[config.mk]
export PLATFORM = sky130hd
export DESIGN_NAME = tcsu_front
export DESIGN_NICKNAME = d
export VERILOG_FILES = /design/src/rtl/text_console_with_scrollback_unit_macros.svh /design/src/rtl/tcsu_pkg.sv /design/src/rtl/tcsu_front.sv
export SDC_FILE = /design/constraint.sdc
export NUM_CORES = 1
export LEC_CHECK = 0
export BUFFER_PORTS_ARGS = -buffer_cell sky130_fd_sc_hd__buf_4
export CORE_MARGIN = 3
export CORE_UTILIZATION = 55
export DETAILED_ROUTE_END_ITERATION = 6
export GPL_ROUTABILITY_DRIVEN = 0
export PLACE_DENSITY = 0.92
export SETUP_SLACK_MARGIN = 0.5
export SYNTH_ARGS = -nofsm -noshare
export SYNTH_HDL_FRONTEND = slang
export SYNTH_SLANG_ARGS = --single-unit
[constraint.sdc]
create_clock -name clk -period 3.8 [get_ports clk]
set_input_delay 0 -clock clk [delete_from_list [all_inputs] [get_ports clk]]
set_output_delay 0 -clock clk [all_outputs]
set_load 0.05 [all_outputs]
[src/rtl/text_console_with_scrollback_unit_macros.svh]
// Assertion macros for the console engine
`ifndef TEXT_CONSOLE_WITH_SCROLLBACK_UNIT_MACROS_SVH
`define TEXT_CONSOLE_WITH_SCROLLBACK_UNIT_MACROS_SVH
`ifndef SYNTHESIS
`define TCSU_ASSERT(lbl, clk, rst_n, prop) \
    lbl: assert property (@(posedge clk) disable iff (!rst_n) (prop)) \
        else $error("console invariant failed");
`define TCSU_ASSERT_IMP(lbl, clk, rst_n, ante, cons) \
    lbl: assert property (@(posedge clk) disable iff (!rst_n) (ante) |-> (cons)) \
        else $error("console implication failed");
`else
`define TCSU_ASSERT(lbl, clk, rst_n, prop)
`define TCSU_ASSERT_IMP(lbl, clk, rst_n, ante, cons)
`endif
`endif

[src/rtl/tcsu_pkg.sv]
package tcsu_pkg;

    localparam int ROWS          = 25;
    localparam int COLS          = 80;
    localparam int HISTORY_LINES = 256;

    localparam int ROW_W   = 5;
    localparam int COL_W   = 7;
    localparam int CNT_W   = 9;
    localparam int SLOT_W  = CNT_W + 1;
    localparam int WL_W    = $clog2(HISTORY_LINES);
    localparam int CELLS   = ROWS * COLS;
    localparam int SCR_AW  = $clog2(CELLS);
    localparam int SB_AW   = $clog2(HISTORY_LINES * COLS);
    localparam int SC_W    = $clog2(COLS + 1);
    localparam int STEP    = ROWS - 1;

    localparam logic [7:0] ATTR_RESET = 8'h07;
    localparam logic [7:0] CH_SPACE   = 8'h20;
    localparam logic [7:0] CH_NL      = 8'h0A;
    localparam logic [7:0] CH_CR      = 8'h0D;
    localparam logic [7:0] CH_BS      = 8'h08;
    localparam logic [7:0] CH_TAB     = 8'h09;

    localparam logic [2:0] MODE_PUT   = 3'd0;
    localparam logic [2:0] MODE_CLEAR = 3'd1;
    localparam logic [2:0] MODE_UP    = 3'd2;
    localparam logic [2:0] MODE_DOWN  = 3'd3;
    localparam logic [2:0] MODE_READ  = 3'd4;

    localparam logic [3:0] K_PRINT = 4'd0;
    localparam logic [3:0] K_NL    = 4'd1;
    localparam logic [3:0] K_CR    = 4'd2;
    localparam logic [3:0] K_BS    = 4'd3;
    localparam logic [3:0] K_TAB   = 4'd4;
    localparam logic [3:0] K_CLEAR = 4'd5;
    localparam logic [3:0] K_UP    = 4'd6;
    localparam logic [3:0] K_DOWN  = 4'd7;
    localparam logic [3:0] K_READ  = 4'd8;
    localparam logic [3:0] K_NOP   = 4'd9;

    typedef struct packed {
        logic [3:0]       kind;
        logic [7:0]       ch;
        logic [ROW_W-1:0] row;
        logic [COL_W-1:0] col;
    } op_t;

    typedef struct packed {
        logic valid;
        op_t  op;
    } q_t;

    function automatic logic [ROW_W-1:0] phys_row(input logic [ROW_W-1:0] top,
                                                  input logic [ROW_W-1:0] r);
        logic [ROW_W:0] s;
        s = {1'b0, top} + {1'b0, r};
        if (s >= (ROW_W+1)'(ROWS))
            s = s - (ROW_W+1)'(ROWS);
        return s[ROW_W-1:0];
    endfunction

    function automatic logic [SCR_AW-1:0] cell_addr(input logic [ROW_W-1:0] r,
                                                    input logic [COL_W-1:0] c);
        return SCR_AW'(r) * SCR_AW'(COLS) + SCR_AW'(c);
    endfunction

    function automatic logic [SB_AW-1:0] sb_addr(input logic [WL_W-1:0] l,
                                                 input logic [COL_W-1:0] c);
        return SB_AW'(l) * SB_AW'(COLS) + SB_AW'(c);
    endfunction

endpackage

[src/rtl/tcsu_front.sv]
module tcsu_front (
    input  logic              clk,
    input  logic              rst_n,
    input  logic              s_tvalid,
    output logic              s_tready,
    input  logic [23:0]       s_tdata,  // char_byte[7:0], read_row[12:8], read_col[19:13]
    input  logic [2:0]        s_tuser,  // mode[2:0]
    input  logic              pop,
    output tcsu_pkg::q_t      q
);
    import tcsu_pkg::*;

    op_t        ent_reg [2];
    logic       wr_ptr_reg, rd_ptr_reg;
    logic [1:0] cnt_reg;
    op_t        dec;
    logic       push, take;

    always_comb
    begin
        dec.ch  = s_tdata[7:0];
        dec.row = s_tdata[12:8];
        dec.col = s_tdata[19:13];
        case (s_tuser)
            MODE_PUT:
            begin
                case (s_tdata[7:0])
                    CH_NL:   dec.kind = K_NL;
                    CH_CR:   dec.kind = K_CR;
                    CH_BS:   dec.kind = K_BS;
                    CH_TAB:  dec.kind = K_TAB;
                    default: dec.kind = K_PRINT;
                endcase
            end
            MODE_CLEAR: dec.kind = K_CLEAR;
            MODE_UP:    dec.kind = K_UP;
            MODE_DOWN:  dec.kind = K_DOWN;
            MODE_READ:  dec.kind = K_READ;
            default:    dec.kind = K_NOP;
        endcase
    end

    assign s_tready = (cnt_reg != 2'd2);
    assign push     = s_tvalid && s_tready;
    assign take     = pop && (cnt_reg != 2'd0);
    assign q.valid  = (cnt_reg != 2'd0);
    assign q.op     = ent_reg[rd_ptr_reg];

    always_ff @(posedge clk)
    begin
        if (push)
            ent_reg[wr_ptr_reg] <= dec;
    end

    always_ff @(posedge clk or negedge rst_n)
    begin
        if (!rst_n)
        begin
            wr_ptr_reg <= 1'b0;
            rd_ptr_reg <= 1'b0;
            cnt_reg    <= 2'd0;
        end
        else
        begin
            if (push)
                wr_ptr_reg <= ~wr_ptr_reg;
            if (take)
                rd_ptr_reg <= ~rd_ptr_reg;
            cnt_reg <= cnt_reg + 2'(push) - 2'(take);
        end
    end

endmodule

# Word level (Yosys, flattened, before mapping)
# Memory sizes are Yosys's and may differ from the RTL's.
# Index checks and enable logic that the tools add are counted.
# classes
n_addsub	2
n_eq_ne	9
mux	4
bitwise	2
reduce_logical	4
# op_table
op	n
$eq 8x4->1 const B	4
$pmux 4 s5	1
$pmux 3 s4	1
$eq 3x2->1 const B	2
$eq 3x1->1 const B	1
$eq 3x3->1 const B	1
$logic_not 3->1	1
$add 2x1->2	1
$logic_and 1x1->1	2
$mux 1	2
$ne 2x2->1 const B	1
$not 1->1	2
$reduce_bool 2->1	1
$sub 2x1->2	1
# word_totals
reg_bits	4
ramBits	48
inputBits	31
out_inout_bits	26
elab_cells	25
memories	1
# memory_table
name	words	width	read_ports	rd_ports_with_merged_regs	write_ports	line	source
ent_reg	2	24	1	0	1	tcsu_front.sv:13	op_t ent_reg [2];

# Depth between registers and ports, before layout
# Gate-level depths: netlist of run 1.
# logic_depth
word_depth	4
ltp_mapped	7
depth_no_buf	7

# Least setup slack after synthesis of run 1
# Ideal clock, no wire load.
# synth_path
path_type	register to register
from	register cnt_reg[0]
to	memory ent_reg[0][0] in the netlist's numbering (enable)
setup_ns	0.405
arrival_time_ns	2.048
required_time_ns	3.395
slack_ns	1.347
stages_incl_launch_ff	4
n_path_buf	0
period_less_slack_ns	2.453
path_cell_list	dfrtp_1 nand2b_1 nand2_1 nor2_1
# synth_via
elab_chain_cells	4
# synth_lines
item	line	source
from (decl)	tcsu_front.sv:15	logic [1:0] cnt_reg;
from (signal assigned)	tcsu_front.sv:69	cnt_reg <= cnt_reg + 2'(push) - 2'(take);
$ne 2x2->1	tcsu_front.sv:43	assign s_tready = (cnt_reg != 2'd2);
named net s_tready	tcsu_front.sv:5	output logic s_tready,
$logic_and 1x1->1	tcsu_front.sv:44	assign push = s_tvalid && s_tready;
$mux 1	tcsu_front.sv:51	if (push)
$mux 1 (not written as such)	tcsu_front.sv:52	ent_reg[wr_ptr_reg] <= dec;
to (decl)	tcsu_front.sv:13	
# The timed path passes the listed nets, and every way through them passes these cells.

# Worst setup path after layout of run 1
# layout_path
from	register cnt_reg[1]
to	memory ent_reg[0][15] in the netlist's numbering (enable)
# layout_via
elab_chain_cells	4
# layout_lines
item	line
$ne 2x2->1	tcsu_front.sv:43
$logic_and 1x1->1	tcsu_front.sv:44
$mux 1	tcsu_front.sv:51
$mux 1 (not written as such)	tcsu_front.sv:52
# Every way passes these cells.

==> results.toml, run 1 <==
[pwr]
p_comb_frac = 0.452
p_switching_uw = 905.8
p_total_uw = 2246
irDropWorstVdd_mv = 1.038
p_per_area_mw_per_mm2 = 808.8
p_int_uw = 1340
sw_frac_of_total = 0.4034
p_seq_frac = 0.392
p_leak_uw = 0.001056
clkPwrFrac = 0.156

[clocking]
clock-sinks = 52
clk_latency_ns = 0.30
cts_setup_buffers = 0
hold_buffers = 22
cts-resized-gates = 0
cts_inserted_buffers = 5
clockBufferDepth = 2
clk_pin_slew_worst_paths_ns = 0.08
cts_tree = "built"
cts-root-buf = "clkbuf_8"
htree_levels = 2

[final_layout]
antennaDiodeCount = 0
largest_reg_flops = 48
synthToLayoutAreaGrowth_pct = 36.30
final_cell_area_mm2 = 0.002776
nets = 215
drive_gt1_frac = 0.4645

[logic_synthesis]
syn-instance-count = 105
ys_seq_area_frac = 0.7568
ys_types = 22
synth_fp_nets = 138
ys_warn_count = 0
synth.avg_cell_area_um2 = 19.40
synth_top_area_share = 0.7076
synth.area.top_cells = "edfxtp_1 (71%), mux2_2 (13%), dfrtp_1 (4.9%)"
synth-seq-cells = 52
yosys.area.top_type = "edfxtp_1"
syn-cell-area_mm2 = 0.002037

[floorplan]
io_pins = 57
die_w_um = 66.86
start_util = 0.5918
die_h_um = 66.86
core_mm2 = 0.003442
die_area_mm2 = 0.004470
fp-row-count = 21

[detailed_routing]
drt-met1-wl_um = 1348
drt_first_pass_iters = 4
post-route-drc-count = 0
routed_wl_um = 3893
wl_met2_um = 2248
vias = 1159
ant_nets = 0
viasPerCell = 5.061
first_iter_violations = 60
route.met3.wl_um = 248
top_layer = "met4"
avgRoutedWirePerCell_um = 17.00

[job]
drv_cap = 0

[global_routing]
grt_pass1_wl_um = 5699
grt_max_degree = 26
grt_pass1_vias = 1188
grt_use_total = 0.1837
grt.overflow.total = 0
grt_antenna_before_repair = 0

[worst_setup_path]
cp_slowest_cell = "nor2_2"
cp.required_ns = 3.71
crit_chain = "nand2b_1 > nand2_1 > nor2_2"
cp_num_buf_inv = 0
crit_family = "simple AND/OR/NAND/NOR gates"
crit_fanout = 24
cp.arrival_ns = 1.89
critPathKind = "reg -> reg"
max_stage_delay_ns = 0.93
start_kind = "register"
cp-end-kind = "register"

[timing]
rsz0062_at_grt = "false"
hold_viol = 0
post-route-period-util = 0.5207
fin_setup_tns_ns = 0
drv_slew = 0
worstMarginPinSlew_ns = 1.217
slew_headroom = 0.1879
hold-worst-slack_ns = 0.01385
max_freq_mhz = 505.4
setup_viol = 0
fin_skew_ns = 0.004963
fin_crit_ns = 1.979

[placement]
port_buffers = 52
dp.final_hpwl_um = 2429
placed_area_mm2 = 0.002450

[hold_path]
hp-class = "in -> reg"

[outcome]
status = "finished, final reports clean"
final timing paths:
kind / depth (start not counted) / startpoint / to / slack, ns
worst max-delay path: 3 / cnt_reg[1] / ent_reg[0][15] / 1.82
worst min-delay path: 3 / s_tuser[0] / ent_reg[0][20] / 0.01
worst max register to register: 3 / cnt_reg[1] / ent_reg[0][15] / 1.82
worst min register to register: 1 / cnt_reg[0] / cnt_reg[0] / 0.55
max in group asynchronous: 2 / rst_n / cnt_reg[1] / 3.66
min in group asynchronous: 2 / rst_n / rd_ptr_reg / 0.04
placed cells by master, fill, tap and decap left out, types with 2 or more instances in the layout:
cell type      netlist  layout
buf_4                0      52
dfrtp_1              4       4
mux2_2              24      24
nor2_1               3       2
clkbuf_8             0       5
dlygate4sd3_1        0      22
nand2_1              2       2
inv_1                2       2
ha_1                 2       2
edfxtp_1            48      48
xnor2_1              4       4
clkinv_1             0       2
per-stage QoR:
stage                     setup slack [ns]  utilization  std cells
after floorplan                      1.347            -        105
after global placement               1.882       0.7117        199
after detailed placement             1.802       0.7117        199
after CTS                            1.794       0.8066        229
after global routing                 1.659       0.8066        229
final                                1.821       0.8066        229
area by class of cell:
class	count	area, µm²
clock buffers	5	68.82
clock inverters	3	37.54
fillers	190	665.6
inverters	2	7.507
multi-input cells	47	452.9
flip-flops and latches	52	1541
well taps	46	57.56
repair buffers	74	610.6
tightest hold or removal path: stages:
cell and delay (ns):
buf_4 0.08, inv_1 0.05, nand2_1 0.07
Yosys cell counts:
cell type   n
a21oi_1     1
nor2b_1     1
dfrtp_1     4
inv_1       2
and2_4      1
nand4b_1    1
or2_1       1
nand2_1     2
a41oi_1     1
xor2_1      1
ha_1        2
xnor2_1     4
edfxtp_1   48
nand2b_1    1
and3_1      1
a32oi_1     1
buf_6       3
clkbuf_1    1
nor2_1      3
nor4_1      1
nor4_4      1
mux2_2     24
cells by family after synthesis:
logic type                 synth area share
muxes                                0.1327
AOI/OAI and AO/OA                   0.01106
DFF                                  0.7568
xor gates and xnor gates            0.02150
buffers and inverters               0.02211
adders and majority gates           0.01228
and+or+nand+nor                     0.04362
power groups by stage:
stage | Clock, µW | Combinational (µW) | Sequential (µW)
floorplan | 0 | 797 | 829
global placement | 0 | 975 | 881
detailed placement | 0 | 1000 | 895
CTS | 361 | 1020 | 882
global route | 381 | 1060 | 898
finish | 351 | 1010 | 880
layer usage:
metal | global-route usage | vias to the layer above
met2 | 0.3453 | 47
met1 | 0.2023 | 554
li1 | - | 552
met4 | 0.05063 | 0
met3 | 0.04722 | 6
met5 | 0 | -
No activity file was read; power rests on OpenSTA's default activity.
==> run 2: changes to the inputs <==
--- a/config.mk
+++ b/config.mk
@@ -7,10 +7,10 @@
 export LEC_CHECK = 0
 export BUFFER_PORTS_ARGS = -buffer_cell sky130_fd_sc_hd__buf_4
 export CORE_MARGIN = 3
-export CORE_UTILIZATION = 55
+export CORE_UTILIZATION = 51
 export DETAILED_ROUTE_END_ITERATION = 6
 export GPL_ROUTABILITY_DRIVEN = 0
-export PLACE_DENSITY = 0.92
+export PLACE_DENSITY = 0.86
 export SETUP_SLACK_MARGIN = 0.5
 export SYNTH_ARGS = -nofsm -noshare
 export SYNTH_HDL_FRONTEND = slang
==> constraint.sdc (replaced) <==
create_clock -name clk -period 1.95 [get_ports clk]
set_input_delay 0 -clock clk [delete_from_list [all_inputs] [get_ports clk]]
set_output_delay 0 -clock clk [all_outputs]
set_load 0.05 [all_outputs]
==> results.toml, run 2 (synthesized netlist as in run 1, its figures left out) <==
[pwr]
p_switching_uw = 2046
p_int_uw = 3132
p_per_area_mw_per_mm2 = 1629
clkPwrFrac = 0.119
p_seq_frac = 0.318
p_leak_uw = 0.001260
p_comb_frac = 0.563
irDropWorstVdd_mv = 1.248
sw_frac_of_total = 0.3951

[clocking]
htree_levels = 2
clockBufferDepth = 2
clock-sinks = 52
clk_pin_slew_worst_paths_ns = 0.09
cts_inserted_buffers = 5
cts_tree = "built"
clk_latency_ns = 0.31
cts-root-buf = "clkbuf_8"

[floorplan]
io_pins = 57
die_h_um = 69.20
die_area_mm2 = 0.004789
die_w_um = 69.20
core_mm2 = 0.003744
fp-row-count = 22
start_util = 0.5441

[global_routing]
grt.overflow.total = 0
met3_usage = 0.05072
gr-max-usage-layer = "met2"
grt_pass1_wl_um = 6348
met2_usage = 0.3093
grt_antenna_before_repair = 0
grt_pass1_vias = 1302
grt_max_degree = 25
use_met1 = 0.2012
grt_use_total = 0.1715

[timing]
drv_slew = 0
fin_crit_ns = 1.622
fin_skew_ns = 0.008220
setup_viol = 0
rsz0062_at_grt = "true"
finalWorstSetupSlack_ns = 0.3284
fin_setup_tns_ns = 0
hold_viol = 0
worstMarginPinSlew_ns = 0.3425
max_freq_mhz = 616.7
hold-worst-slack_ns = 0.02902
post-route-period-util = 0.8316
slew_headroom = 0.7716

[outcome]
status = "finished, final reports clean"

[detailed_routing]
avgRoutedWirePerCell_um = 18.24
post-route-drc-count = 0
vias = 1264
drt_first_pass_iters = 4
viasPerCell = 5.159
first_iter_violations = 56
routed_wl_um = 4469
ant_nets = 0

[placement]
dp.final_hpwl_um = 2560
port_buffers = 52
dp_slack_ns = 0.3020

[worst_setup_path]
crit_top_cell = "ha_4"
reg2reg_to = "cnt_reg[1]"
cp.required_ns = 2.17
max_stage_delay_ns = 0.40
r2r_setup_slack_ns = 0.33
crit_chain = "or2_4 > and2_4 > ha_4 > inv_2 > ha_4 > xnor2_2 > xnor2_1"
r2r_cells = 7
critPathKind = "reg -> reg"
crit_fanout = 2
cp_slowest_cell = "dfrtp_1"
r2r_start = "cnt_reg[1]"
cp-end-kind = "register"
crit_family = "simple AND/OR/NAND/NOR gates"
cp.arrival_ns = 1.84
start_kind = "register"
cp_num_buf_inv = 1

[final_layout]
nets = 229
drive_gt1_frac = 0.5533
synthToLayoutAreaGrowth_pct = 56.08
antennaDiodeCount = 0
final_cell_mix = "edfxtp_1 (48), buf_4 (36), dlygate4sd3_1 (23)"
largest_reg_flops = 48
final_common_cell = "edfxtp_1"

[job]
drv_cap = 0

[hold_path]
hp-class = "in -> async"
## run 2: changes by cell type in the layout (fill, tap and decap cells not counted), sizes merged
cell,delta
buf,+12
bufinv,-1
clkbuf,+1
dlygate4sd3,+1
inv,+1
## run 2: worst register-to-register path: stages (launching register included)
cell and delay (ns):
dfrtp_1 0.40, or2_4 0.26, and2_4 0.15, ha_4 0.25, inv_2 0.03, ha_4 0.15
xnor2_2 0.12, xnor2_1 0.18
## run 2: routing by layer
layer  routed length (µm)  share of wire
met1                 1668           0.37
met2                 2491           0.56
met3                  252          0.056
met4                   57          0.013
met5                    0              0
## run 2: worst max-delay path by stage
stage               startpoint          to  slack (ns)  cells past startpoint
floorplan           cnt_reg[0]  cnt_reg[1]        0.25                      7
global placement    cnt_reg[0]  cnt_reg[1]        0.35                      7
detailed placement  cnt_reg[0]  cnt_reg[1]        0.30                      7
CTS                 cnt_reg[0]  cnt_reg[1]        0.34                      7
global route        cnt_reg[1]  cnt_reg[1]        0.29                      7
finish              cnt_reg[1]  cnt_reg[1]        0.33                      7
## run 2: layout make-up
cell class | count | area [µm²]
flip-flops and latches | 52 | 1543
repair buffers | 88 | 905.9
multi-input cells | 47 | 568.0
fillers | 186 | 564.3
clock buffers | 5 | 68.82
well taps | 48 | 60.06
clock inverters | 3 | 26.28
inverters | 2 | 7.507
## run 2: power by group through the flow
stage / logic, µW / clock network (µW) / registers, µW
after floorplan: 1640 / 0 / 1630
after global placement: 2120 / 0 / 1630
after detailed placement: 2160 / 0 / 1660
after CTS: 2320 / 628 / 1620
after global routing: 3030 / 693 / 1670
final: 2910 / 616 / 1650
## run 2: timing repair
action,4_1_cts,5_1_grt
gates resized for setup,3,62
endpoints found under the setup margin,31,50
hold endpoints to repair,48,0
buffers inserted,5,3
hold buffers,23,0
pin swaps,3,3
cloned,0,2
## run 2: per-stage QoR
stage	cell area [µm²]	cells	total power, µW	utilization
after floorplan	2090	105	3264	-
after global placement	2525	204	3751	0.6745
after detailed placement	2525	204	3828	0.6745
after CTS	2899	240	4566	0.7744
after global routing	3179	245	5391	0.8493
final	3179	245	5178	0.8493
==> run 3: changes to the inputs <==
--- a/config.mk
+++ b/config.mk
@@ -5,6 +5,7 @@
 export SDC_FILE = /design/constraint.sdc
 export NUM_CORES = 1
 export LEC_CHECK = 0
+export ABC_AREA = 1
 export BUFFER_PORTS_ARGS = -buffer_cell sky130_fd_sc_hd__buf_4
 export CORE_MARGIN = 3
 export CORE_UTILIZATION = 51
==> constraint.sdc (replaced) <==
create_clock -name clk -period 1.6 [get_ports clk]
set_input_delay 0 -clock clk [delete_from_list [all_inputs] [get_ports clk]]
set_output_delay 0 -clock clk [all_outputs]
set_load 0.05 [all_outputs]
==> results.toml, run 3 <==
[worst_setup_path]
cp.arrival_ns = 1.45
crit_path_start = "rd_ptr_reg"
start_kind = "register"
cp.required_ns = 1.60
r2r_start = "cnt_reg[1]"
cp-end-kind = "primary output"
crit_fanout = 8
reg2reg_to = "cnt_reg[1]"
endpoint = "q[20]"
critPathKind = "reg -> out"
r2r_setup_slack_ns = 0.15
r2r_cells = 9

[placement]
dp.final_hpwl_um = 2615
dp_slack_ns = 0.1328
placed_area_mm2 = 0.002635
port_buffers = 52

[detailed_routing]
drt_first_pass_iters = 4
ant_nets = 0
first_iter_violations = 200
vias = 1797
viasPerCell = 5.396
avgRoutedWirePerCell_um = 23.04
post-route-drc-count = 0
routed_wl_um = 7672

[final_layout]
largest_reg_flops = 48
nets = 317
final_cell_mix = "edfxtp_1 (48), nand2_1 (39), nand2_2 (36)"
synthToLayoutAreaGrowth_pct = 74.19
drive_gt1_frac = 0.5439
final_common_cell = "edfxtp_1"
antennaDiodeCount = 0
final_cell_area_mm2 = 0.003690

[pwr]
p_total_uw = 8129
p_per_area_mw_per_mm2 = 2203
irDropWorstVdd_mv = 1.650
p_leak_uw = 0.001590

[global_routing]
grt_max_degree = 18
grt_pass1_wl_um = 8694
met3_usage = 0.04029
gr-max-usage-layer = "met2"
grt_antenna_before_repair = 0
grt_use_total = 0.2360
use_met1 = 0.2699
grt.overflow.total = 0
grt_pass1_vias = 1765
met2_usage = 0.4127

[clocking]
clock-sinks = 52
cts_tree = "built"
clockBufferDepth = 2
cts-root-buf = "clkbuf_8"
clk_latency_ns = 0.32
cts_inserted_buffers = 5
htree_levels = 2
clk_pin_slew_worst_paths_ns = 0.09

[floorplan]
start_util = 0.5536
die_w_um = 70.45
io_pins = 57
fp-row-count = 22
core_mm2 = 0.003826
die_area_mm2 = 0.004963
die_h_um = 70.45

[logic_synthesis]
ys_types = 17
ys_warn_count = 0
synth.avg_cell_area_um2 = 11.58
synth-seq-cells = 52
synth_most_common_cell = "nand2_1"
synth_edf_count = 48
syn-cell-area_mm2 = 0.002118
synth-async-reset-ratio = 0.07692
yosys.area.top_type = "edfxtp_1"
synth_flop_cell = "edfxtp_1"
synth_fp_nets = 216
yosys-top-cells-count = "nand2_1 (87), edfxtp_1 (48), inv_1 (13)"
syn-instance-count = 183
ys_seq_area_frac = 0.7277
synth_top_area_share = 0.6804
synth.area.top_cells = "edfxtp_1 (68%), nand2_1 (15%), dfrtp_1 (4.7%)"

[timing]
slew_headroom = 0.7564
post-route-period-util = 0.9079
rsz0062_at_grt = "true"
finalWorstSetupSlack_ns = 0.1473
fin_crit_ns = 1.453
setup_viol = 0
worstMarginPinSlew_ns = 0.3654
fin_setup_tns_ns = 0
hold-worst-slack_ns = 0.03161
max_freq_mhz = 688.4
hold_viol = 0
drv_slew = 0
fin_skew_ns = 0.01505

[outcome]
status = "finished, final reports clean"

[job]
drv_cap = 0

[hold_path]
hp-class = "in -> async"
[run 3: cell types whose count changed after synthesis, sizes merged, moves of 2 or more]
cell / previous run / this run
nor2: 3 / 12
nor4: 2 / 0
mux2: 24 / 0
nand2: 2 / 91
buf: 3 / 5
xnor2: 4 / 1
inv: 2 / 14
[run 3: logic make-up (layout without fill, tap and decap cells)]
| family | after synthesis | in the layout | synth area share |
|---|---|---|---|
| xor gates and xnor gates | 2 | 2 | 0.008271 |
| and+or+nand+nor | 104 | 104 | 0.1931 |
| adders and majority gates | 2 | 2 | 0.01181 |
| DFF | 52 | 52 | 0.7277 |
| buffers and inverters | 20 | 122 | 0.05198 |
| AOI/OAI and AO/OA | 3 | 3 | 0.007086 |
[run 3: critical path, stage by stage (launching register included)]
cell	delay [ns]
dfrtp_2	0.60
buf_8	0.18
nand2_1	0.08
nand2_1	0.11
buf_6	0.17
[run 3: timing repair]
item / in CTS / in global routing
gates cloned: 5 / 1
buffers inserted: 10 / 2
pin swaps: 9 / 27
setup endpoints to repair: 77 / 83
endpoints found under the hold margin: 48 / 0
hold buffers: 23 / 0
gates resized for setup: 45 / 99
[run 3: final cells by class]
| type | count | area [µm²] |
|---|---|---|
| clock inverter | 3 | 68.82 |
| sequential | 52 | 1544 |
| timing repair inverter | 2 | 15.01 |
| fill | 76 | 136.4 |
| multi-input combinational | 111 | 749.5 |
| clock buffer | 5 | 68.82 |
| timing repair buffer | 98 | 1105 |
| tap | 48 | 60.06 |
| inverter | 14 | 78.83 |
[run 3: per-layer routing]
layer,part of all wire,up-vias
li1,-,793
met1,0.35,885
met2,0.56,105
met3,0.065,14
met4,0.020,0
met5,0,-
[run 3: per-stage QoR]
step                      std cells    util
final                           333  0.9644
after global routing            333  0.9644
after CTS                       330  0.8669
after detailed placement        284  0.6887
after global placement          284  0.6887
after floorplan                 183       -
[run 3: power by group]
group,internal [µW],switching [µW],total (µW)
clock,630,459,1090
combinational,1980,2910,4890
sequential,1880,278,2150
total,4480,3650,8130
[run 3: how the worst min path moves through the flow]
stage	end	slack, ns	start	cells after the start
5_1_grt	cnt_reg[1]	0.04	rst_n	2
4_1_cts	ent_reg[0][20]	0.006	s_tuser[1]	3
3_3_place_gp	cnt_reg[0]	-0.20	rst_n	1
3_5_place_dp	cnt_reg[0]	-0.20	rst_n	1
2_1_floorplan	cnt_reg[0]	-0.30	rst_n	0
6_report	cnt_reg[1]	0.03	rst_n	2
